==> src/hw/rtl/pwo_pkg.sv <==
// ----------------------------------------------------------------------------
// pwo_pkg: shared types and constants
// Command codes, register map, sizes and the front-to-back transfer record of
// the wavetable oscillator.
// ----------------------------------------------------------------------------
package pwo_pkg;

	// block sizes, fixed by the port widths
	localparam int VOICES          = 8;
	localparam int TABLE_LEN       = 1024;
	localparam int PHASE_FRAC_BITS = 16;

	typedef enum logic [1:0] {
		CMD_TICK  = 2'd0,
		CMD_VOICE = 2'd1,
		CMD_TABLE = 2'd2,
		CMD_NONE  = 2'd3
	} cmd_t;

	localparam logic [11:0] SAMPLE_MAX       = 12'd4095;
	localparam logic [31:0] STEP_SCALE_RESET = 32'd91625968;
	localparam logic [0:0]  REG_STEP_SCALE   = 1'd0;

	// classified operation handed from front to back
	typedef enum logic [1:0] {
		OP_TICK  = 2'd0,
		OP_VOICE = 2'd1,
		OP_TABLE = 2'd2
	} op_t;

	typedef enum logic [1:0] {
		BK_IDLE  = 2'd0,
		BK_VOICE = 2'd1,
		BK_DRAIN = 2'd2,
		BK_DIV   = 2'd3
	} bk_state_t;

endpackage

==> src/hw/rtl/pwo_front.sv <==
// ----------------------------------------------------------------------------
// pwo_front: command intake
// Accepts input transfers, drops commands that do nothing and pushes the
// rest into a small queue toward the voice engine.
// ----------------------------------------------------------------------------
module pwo_front #(
	parameter int DEPTH = 4
) (
	input  logic        clk,
	input  logic        arst_n,
	input  logic        in_valid,
	output logic        in_stall,
	input  logic [1:0]  cmd,
	input  logic [2:0]  voice,
	input  logic        gate,
	input  logic [23:0] freq,
	input  logic [15:0] fm,
	input  logic [15:0] am,
	input  logic [9:0]  table_addr,
	input  logic [15:0] table_data,
	output logic        q_valid,
	input  logic        q_pop,
	output pwo_pkg::op_t q_op,
	output logic [2:0]  q_voice,
	output logic        q_gate,
	output logic [23:0] q_freq,
	output logic [15:0] q_fm,
	output logic [15:0] q_am,
	output logic [9:0]  q_addr,
	output logic [15:0] q_data
);
	localparam int VOICES = pwo_pkg::VOICES;
	localparam int TABLE_LEN = pwo_pkg::TABLE_LEN;
	localparam int AW = $clog2(DEPTH);
	localparam int W = 2 + 3 + 1 + 24 + 16 + 16 + 10 + 16;

	logic [W-1:0]  mem_q [DEPTH];
	logic [AW-1:0] wr_q, rd_q;
	logic [AW:0]   cnt_q;
	logic          keep, push, pop;
	pwo_pkg::op_t  op;
	logic [W-1:0]  rd_word;

	assign in_stall = (cnt_q == (AW+1)'(DEPTH));

	// classify: drop unknown commands and out-of-range indexes
	always_comb begin
		keep = 1'b0;
		op = pwo_pkg::OP_TICK;
		unique case (pwo_pkg::cmd_t'(cmd))
			pwo_pkg::CMD_TICK: begin
				keep = 1'b1;
			end
			pwo_pkg::CMD_VOICE: begin
				keep = (32'(voice) < VOICES);
				op = pwo_pkg::OP_VOICE;
			end
			pwo_pkg::CMD_TABLE: begin
				keep = (32'(table_addr) < TABLE_LEN);
				op = pwo_pkg::OP_TABLE;
			end
			default: keep = 1'b0;
		endcase
	end

	assign push = in_valid && !in_stall && keep;
	assign pop = q_pop && q_valid;
	assign q_valid = (cnt_q != '0);

	// queue storage
	always_ff @(posedge clk) begin
		if (push)
			mem_q[wr_q] <= {op, voice, gate, freq, fm, am, table_addr, table_data};
	end

	always_ff @(posedge clk or negedge arst_n) begin
		if (!arst_n) begin
			wr_q <= '0;
			rd_q <= '0;
			cnt_q <= '0;
		end else begin
			if (push)
				wr_q <= (32'(wr_q) == DEPTH-1) ? '0 : wr_q + 1'b1;
			if (pop)
				rd_q <= (32'(rd_q) == DEPTH-1) ? '0 : rd_q + 1'b1;
			if (push && !pop)
				cnt_q <= cnt_q + 1'b1;
			else if (pop && !push)
				cnt_q <= cnt_q - 1'b1;
		end
	end

	assign rd_word = mem_q[rd_q];
	assign q_op = pwo_pkg::op_t'(rd_word[W-1 -: 2]);
	assign {q_voice, q_gate, q_freq, q_fm, q_am, q_addr, q_data} = rd_word[W-3:0];
endmodule

==> config.mk <==
export PLATFORM = sky130hd
export DESIGN_NAME = pwo_front
export DESIGN_NICKNAME = d
export VERILOG_FILES = /design/src/hw/rtl/pwo_pkg.sv /design/src/hw/rtl/pwo_front.sv
export SDC_FILE = /design/constraint.sdc
export NUM_CORES = 1
export LEC_CHECK = 0
export ABC_CLOCK_PERIOD_IN_PS = 10350
export BUFFER_PORTS_ARGS = -buffer_cell sky130_fd_sc_hd__buf_2
export CAP_MARGIN = 30
export CORE_ASPECT_RATIO = 0.75
export CORE_MARGIN = 1
export CORE_UTILIZATION = 40
export DETAILED_ROUTE_END_ITERATION = 10
export PLACE_DENSITY = 0.65
export RECOVER_POWER = 100
export REMOVE_ABC_BUFFERS = 1
export SLEW_MARGIN = 20
export SYNTH_ARGS = -nofsm -noshare
export SYNTH_HDL_FRONTEND = slang
export SYNTH_SLANG_ARGS = --single-unit
==> constraint.sdc <==
create_clock -name clk -period 10.35 [get_ports clk]
set_input_delay 0.5175 -clock clk [delete_from_list [all_inputs] [get_ports clk]]
set_output_delay 0.5175 -clock clk [all_outputs]
set_load 0.02 [all_outputs]
After elaboration in Yosys (flattened, before gate mapping)
Memory sizes are Yosys's and may differ from the RTL's. Index checks and enable logic that the tools add are counted.

$add $sub $neg: 4. Eq/ne operators: 5. Multiplexer cells: 8. Reductions and logical operators: 12.

Operator list (number): $eq 2x2->1 const B (3); $mux 3 (2); $logic_and 1x1->1 (5); $add 2x1->2 const B (2); $mux 2 (2); $pmux 2 s2 (1); $add 3x1->3 const B (1); $eq 3x3->1 const B (1); $logic_not 1->1 (3); $mux 1 (3); $reduce_bool 3->1 (1); $reduce_or 3->1 (1); $sub 3x1->3 const B (1); $eq 2x1->1 const B (1); $logic_not 2->1 (1); $reduce_bool 2->1 (1).

Register bits: 7. Memory bits (writable): 352. Input bits: 92. Memories: 1.

Memories: mem_q (words 4, bits a word 88, read ports 1, clocked after Yosys merged registers in 0, write ports 1, RTL line pwo_front.sv:37) `logic [W-1:0] mem_q [DEPTH];`.

Depth between registers and ports, before layout
Gate-level depths: netlist of run 1.

Depth in word-level cells: 8. Mapped depth: 8.

Worst setup path before layout of run 1
Ideal clock, no wire load.

Path kind: input to register. Start point: input port in_valid. End point: memory mem_q[0][0] (netlist name) (enable). Arrival time: 2.962 ns. Required time: 9.894 ns. Setup slack: 6.931 ns. Stages on the path: 3. Cells stage by stage: inv_1 > a211oi_4 > and2_1.

Longest elaborated chain between the ends: 4.

Ends and longest elaborated chain: start: declaration (RTL line pwo_front.sv:11) `input logic in_valid,`; $logic_and 1x1->1 (2 in series) (RTL line pwo_front.sv:66) `assign push = in_valid && !in_stall && keep;`; named net push (RTL line pwo_front.sv:40) `logic keep, push, pop;`; $mux 1 (RTL line pwo_front.sv:72) `if (push)`; $mux 1 (not written as such) (RTL line pwo_front.sv:73) `mem_q[wr_q] <= {op, voice, gate, freq, fm, am, table_addr, table_data};`; end: declaration (RTL line pwo_front.sv:37).

The timed path passes the listed nets, and every way through them passes these cells.

Final worst setup path of run 1
Start point: register rd_q[0]. End point: output port q_addr[6].

Longest elaborated chain between the ends: 1.

Ends and longest elaborated chain: start: declaration (RTL line pwo_front.sv:38) `logic [AW-1:0] wr_q, rd_q;`; start signal: assignment (RTL line pwo_front.sv:85) `rd_q <= (32'(rd_q) == DEPTH-1) ? '0 : rd_q + 1'b1;`; $mem_v2 4x88; end: declaration (RTL line pwo_front.sv:29) `output logic [9:0] q_addr,`.

No other way between the ends.

==> flow_metrics.env, run 1 <==
export IMPL_outcome="finished with violations"
export IMPL_violations="capacitance limit, slew limit"
export IMPL_die_x_um=212
export IMPL_drc=0
export IMPL_ys_warn_count=0
export IMPL_cellPowerDensity_nw_per_um2=291
export IMPL_yosysSeqAreaShare_pct=81.0
export IMPL_critical_path_class="register to output port"
export IMPL_grt_pass1_wl_um=38500
export IMPL_cpPeakStageDelay_ns=1.84
export IMPL_cts_resized=0
export IMPL_postSynth_asyncResetShare_pct=1.95
export IMPL_firstDrtPassIters=4
export IMPL_wl_per_cell_um=21.4
export IMPL_fin_skew_ns=0.0122
export IMPL_wirelength_um=25200
export IMPL_slew_violations=237
export IMPL_path_buf_inv=3
export IMPL_final_util_pct=47.5
export IMPL_setup_viol=0
export IMPL_gr_total_overflow=0
export IMPL_vias=5924
export IMPL_instances_no_fill=1177
export IMPL_cts_buffer_depth=3
export IMPL_start_util_pct=40.8
export IMPL_cts_root_buf="clkbuf_16"
export IMPL_layout_nets=807
export IMPL_fin_crit_ns=5.87
export IMPL_fin_crit_sh_pct=56.7
export IMPL_hold_class="input pin to register"
export IMPL_use_met1_pct=21.0
export IMPL_crit_path_start_kind="register"
export IMPL_core_area_um2=32500
export IMPL_gp_congestion=0.730
export IMPL_whs_ns=0.253
export IMPL_synth_edf_count=352
export IMPL_top_usage_layer="met2"
export IMPL_syn_to_final_growth_pct=16.6
export IMPL_rows=57
export IMPL_grtUsageTotal_pct=15.3
export IMPL_design_die_area_um2=33900
export IMPL_numClockSinks=359
export IMPL_peakVddDrop_mv=0.173
export IMPL_h_tree_depth=2
export IMPL_die_h_um=160
export IMPL_synth_flop_cell="edfxtp_1"
export IMPL_rsz0062_at_grt="false"
export IMPL_synth_largest_area_cell="edfxtp_1"
export IMPL_dpl_hpwl_um=14700
export IMPL_synth_seq_cells=359
export IMPL_p_leak_uw=0.00479
export IMPL_cp_required_ns=9.83
export IMPL_crit_path_end_kind="output port"
export IMPL_cp_cell_sequence="clkbuf_1 > buf_16 > mux4_2 > clkbuf_1"
export IMPL_synth_cell_types=21
export IMPL_syn_area_per_cell_um2=26.6
export IMPL_grt_pass1_vias=6581
export IMPL_fmax_ghz=0.170
export IMPL_cp_common_cell="clkbuf_1"
export IMPL_netlist_instances=499
export IMPL_slowest_stage="dfrtp_1"
export IMPL_cp_arrival_ns=5.35
export IMPL_grt_met3_usage_pct=4.54
export IMPL_maxCapViolations=6
export IMPL_numCtsBuffers=38
export IMPL_hold_viol=0
export IMPL_antenna_found_initial=2
export IMPL_pin_count=182
export IMPL_worst_path_dominant_cell_family="buffers and inverters"
export IMPL_syn_area_um2=13300
export IMPL_setup_tns_ns=0
export IMPL_cts_tree="yes"
export IMPL_gr_usage_met2_pct=23.9
export IMPL_dp_cells=1109
export IMPL_synth_top_cell_area_share_pct=79.7
export IMPL_vias_per_cell=5.03
export IMPL_slew_headroom_pct=-144
export IMPL_path_clk_slew_ns=0.06
export IMPL_ant_nets=0
export IMPL_insertion_delay_ns=0.52
export IMPL_cp_max_fo=37
export IMPL_grt_max_degree=59
export IMPL_fillers=2749
export IMPL_io_buffers=181
export IMPL_worst_slew_pin_slew_ns=3.66
export IMPL_drt_initial_drc_count=376
export IMPL_synth_area_leaders="edfxtp_1, mux4_2, dfrtp_1"
export IMPL_drive_above_1_share_pct=21.3
## flip-flops by register name, summed over array words and instances, names as in the netlist
signal and flops:
wr_q 2, mem_q 352, rd_q 2, cnt_q 3
## per-stage QoR
step / instance area, µm² / worst slack, ns / power (µW)
final: 15500 / 4.48 / 4500
after global routing: 15500 / 3.73 / 4720
after CTS: 15700 / 6.51 / 4620
after detailed placement: 14600 / 7.09 / 3360
after global placement: 14500 / 6.99 / 3310
after floorplan: 13000 / 5.62 / 2930
## layout make-up
class                           count  area [µm²]  area share [%]
Clock buffer                       44         995            6.43
Clock inverter                     20         136           0.882
Tap cell                          442         553            3.58
Sequential cell                   359       10700            69.5
Multi-Input combinational cell    116        2240            14.5
Timing Repair Buffer              189         763            4.94
Inverter                            4        15.0          0.0971
Antenna cell                        3        7.51          0.0486
## layer usage
metal	vias up	wire [µm]
li1	2572	-
met1	3133	11000
met3	37	2000
met5	-	0
met4	0	451
met2	182	11700
## cells by family (layout without fill, tap and decap cells)
logic type | count (synthesis) | count (layout) | synth area share (%)
DFF | 359 | 359 | 81.0
muxes | 93 | 93 | 15.4
adders and majority gates | 7 | 7 | 0.717
buffers and inverters | 24 | 257 | 1.92
other | 0 | 3 | 0
AOI/OAI and AO/OA | 1 | 1 | 0.151
xor gates and xnor gates | 3 | 3 | 0.198
and+or+nand+nor | 12 | 12 | 0.595
## cell usage after synthesis (2+ instances only)
| library cell | n |
|---|---|
| nor2b_1 | 2 |
| nor2_1 | 3 |
| dfrtp_1 | 7 |
| buf_12 | 8 |
| ha_1 | 6 |
| mux4_2 | 88 |
| buf_2 | 9 |
| mux2_2 | 5 |
| edfxtp_1 | 352 |
| and2_1 | 4 |
| inv_1 | 4 |
| xor2_1 | 2 |
## report_power, final
group | total (µW) | switching (µW) | internal [µW]
Combinational | 1270 | 769 | 497
Clock | 1240 | 531 | 713
Sequential | 1990 | 123 | 1860
## final timing paths
| check | cells past startpoint | to | slack (ns) | from |
|---|---|---|---|---|
| max | 4 | q_addr[6] | 4.48 | rd_q[0] |
| min | 1 | mem_q[1][46] | 0.25 | fm[4] |
| max reg2reg | 4 | mem_q[0][9] | 4.83 | cnt_q[2] |
| min reg2reg | 1 | cnt_q[2] | 0.53 | cnt_q[2] |
| max in group asynchronous | 2 | rd_q[1] | 9.53 | arst_n |
| min in group asynchronous | 2 | wr_q[0] | 0.46 | arst_n |
## timing repair
item	CTS	global route
hold endpoints to repair	7	0
hold buffers	1	0
endpoints found under the setup margin	0	0
setup buffers	0	0
## cells in the final DEF (no fill, tap or decap), drive strengths merged, types with 4 or more instances in the layout
| cell type | instances |
|---|---|
| and2 | 4 |
| buf | 10 |
| clkbuf | 222 |
| clkinv | 14 |
| dfrtp | 7 |
| edfxtp | 352 |
| ha | 6 |
| inv | 6 |
| mux2 | 5 |
| mux4 | 88 |
No activity file was read; power rests on OpenSTA's default activity.
==> run 2: changes to the inputs <==
--- a/config.mk
+++ b/config.mk
@@ -5,7 +5,7 @@
 export SDC_FILE = /design/constraint.sdc
 export NUM_CORES = 1
 export LEC_CHECK = 0
-export ABC_CLOCK_PERIOD_IN_PS = 10350
+export ABC_CLOCK_PERIOD_IN_PS = 5500
 export BUFFER_PORTS_ARGS = -buffer_cell sky130_fd_sc_hd__buf_2
 export CAP_MARGIN = 30
 export CORE_ASPECT_RATIO = 0.75
==> constraint.sdc (replaced) <==
create_clock -name clk -period 5.5 [get_ports clk]
set_input_delay 0.275 -clock clk [delete_from_list [all_inputs] [get_ports clk]]
set_output_delay 0.275 -clock clk [all_outputs]
set_load 0.02 [all_outputs]
==> run 2 against run 1 <==
The flow still finishes with violations (capacitance limit, slew limit). Routed wire length is 1.3% lower. Cell count increased by 7.3%. First-iteration DRC count rose by 19%. Sequential share of layout area fell by 3.8 points. Design area grew 5.8%. Setup slack got worse by 3.1 ns. Clock power grew 92%. Die area stayed put. Total power rose by 89%. Core utilization up 2.8 points. Critical path type is now register to register.
==> flow_metrics.env, run 2 (synthesized netlist as in run 1, its figures left out) <==
export IMPL_cts_tree="yes"
export IMPL_cp_required_ns=5.60
export IMPL_critical_path_class="register to register"
export IMPL_reg_top3="mem_q: 352 flops, cnt_q: 3 flops"
export IMPL_rsz0062_at_grt="false"
export IMPL_rows=57
export IMPL_grt_pass1_wl_um=38200
export IMPL_die_h_um=160
export IMPL_grt_max_degree=59
export IMPL_ant_nets=0
export IMPL_fmax_ghz=0.243
export IMPL_design_die_area_um2=33900
export IMPL_fin_crit_ns=4.12
export IMPL_setup_viol=0
export IMPL_fin_skew_ns=0.0115
export IMPL_pin_count=182
export IMPL_core_area_um2=32500
export IMPL_wl_per_cell_um=19.7
export IMPL_cts_root_buf="clkbuf_16"
export IMPL_vias_per_cell=4.91
export IMPL_drt_initial_drc_count=448
export IMPL_violations="capacitance limit, slew limit"
export IMPL_grt_met3_usage_pct=3.89
export IMPL_drc=0
export IMPL_slew_headroom_pct=-36.0
export IMPL_grtUsageTotal_pct=15.0
export IMPL_drive_above_1_share_pct=19.3
export IMPL_start_util_pct=40.8
export IMPL_largest_register="mem_q"
export IMPL_wirelength_um=24900
export IMPL_peakVddDrop_mv=0.363
export IMPL_path_clk_slew_ns=0.06
export IMPL_crit_path_end_kind="register"
export IMPL_antenna_found_initial=0
export IMPL_crit_path_start_kind="register"
export IMPL_hold_viol=0
export IMPL_use_met1_pct=21.0
export IMPL_io_buffers=181
export IMPL_maxCapViolations=3
export IMPL_h_tree_depth=2
export IMPL_largest_reg_flops=352
export IMPL_vias=6196
export IMPL_final_util_pct=50.3
export IMPL_cellPowerDensity_nw_per_um2=520
export IMPL_cp_arrival_ns=4.22
export IMPL_gr_total_overflow=0
export IMPL_top_usage_layer="met2"
export IMPL_cp_max_fo=58
export IMPL_r2r_cells=4
export IMPL_syn_to_final_growth_pct=23.4
export IMPL_mostFrequentLayoutCell="edfxtp_1"
export IMPL_numCtsBuffers=36
export IMPL_insertion_delay_ns=0.52
export IMPL_outcome="finished with violations"
export IMPL_worst_slew_pin_slew_ns=2.04
export IMPL_cts_buffer_depth=3
export IMPL_fin_crit_sh_pct=75.0
export IMPL_layout_nets=891
export IMPL_dpl_hpwl_um=14800
export IMPL_cts_setup_buffers=0
export IMPL_grt_pass1_vias=6651
export IMPL_firstDrtPassIters=5
export IMPL_die_x_um=212
export IMPL_min_delay_path_depth=3
export IMPL_slew_violations=89
export IMPL_final_cell_mix="edfxtp_1, clkbuf_1, mux4_2, dlygate4sd3_1, clkbuf_16"
export IMPL_p_leak_uw=0.00516
export IMPL_setup_tns_ns=0
export IMPL_hold_class="input pin to register"
export IMPL_numClockSinks=359
export IMPL_gp_congestion=0.722
export IMPL_gr_usage_met2_pct=23.7
run 2: through the flow:
| step | area [µm²] | instances | power, µW | hold WS [ns] | setup slack, ns |
|---|---|---|---|---|---|
| 3_5_place_dp | 14600 | 1108 | 6310 | 0.120 | 2.75 |
| 3_3_place_gp | 14600 | 1108 | 6240 | 0.111 | 2.82 |
| 2_1_floorplan | 13000 | 479 | 5510 | -0.0206 | 1.01 |
| 5_1_grt | 16400 | 1262 | 8910 | 0.105 | 1.09 |
| 6_report | 16400 | 1263 | 8510 | 0.128 | 1.38 |
| 4_1_cts | 16600 | 1261 | 8770 | 0.0788 | 2.27 |
run 2: worst max-delay path, cell delays in order, from the launching register on:
cell      delay [ns]
dfrtp_1         0.40
nor3b_1         0.17
a211oi_1        0.66
and2_4          0.83
clkbuf_1        1.52
run 2: repair_timing:
action,4_1_cts,5_1_grt
gates resized for setup,0,0
endpoints found under the setup margin,0,0
endpoints found under the hold margin,351,0
hold buffers,87,0
run 2: routing by layer:
layer | share of wire, % | up-vias | wire length, µm
li1 | - | 2746 | -
met1 | 44 | 3221 | 10900
met2 | 48 | 191 | 11900
met3 | 6.7 | 38 | 1680
met4 | 1.5 | 0 | 381
met5 | 0 | - | 0
run 2: path summary, 6_finish.rpt:
kind                           from            to  slack, ns
max                        cnt_q[2]  mem_q[3][58]       1.38
min                           q_pop       rd_q[0]       0.13
max reg2reg                cnt_q[2]  mem_q[3][58]       1.38
min reg2reg                cnt_q[2]      cnt_q[2]       0.50
max in group asynchronous    arst_n       rd_q[0]       5.00
min in group asynchronous    arst_n      cnt_q[1]       0.18
run 2: final cells by class:
type | count | area (µm²)
Clock inverter | 19 | 181
Fill cell | 2665 | 16200
Multi-Input combinational cell | 116 | 2250
Sequential cell | 359 | 10800
Clock buffer | 47 | 985
Antenna cell | 1 | 2.50
Inverter | 4 | 15.0
Tap cell | 442 | 553
Timing Repair Buffer | 275 | 1620
run 2: where the power goes:
part,total [µW],switching (µW),internal (µW)
clock network,2380,971,1410
registers,3750,260,3490
logic,2380,1430,955
total,8510,2660,5850
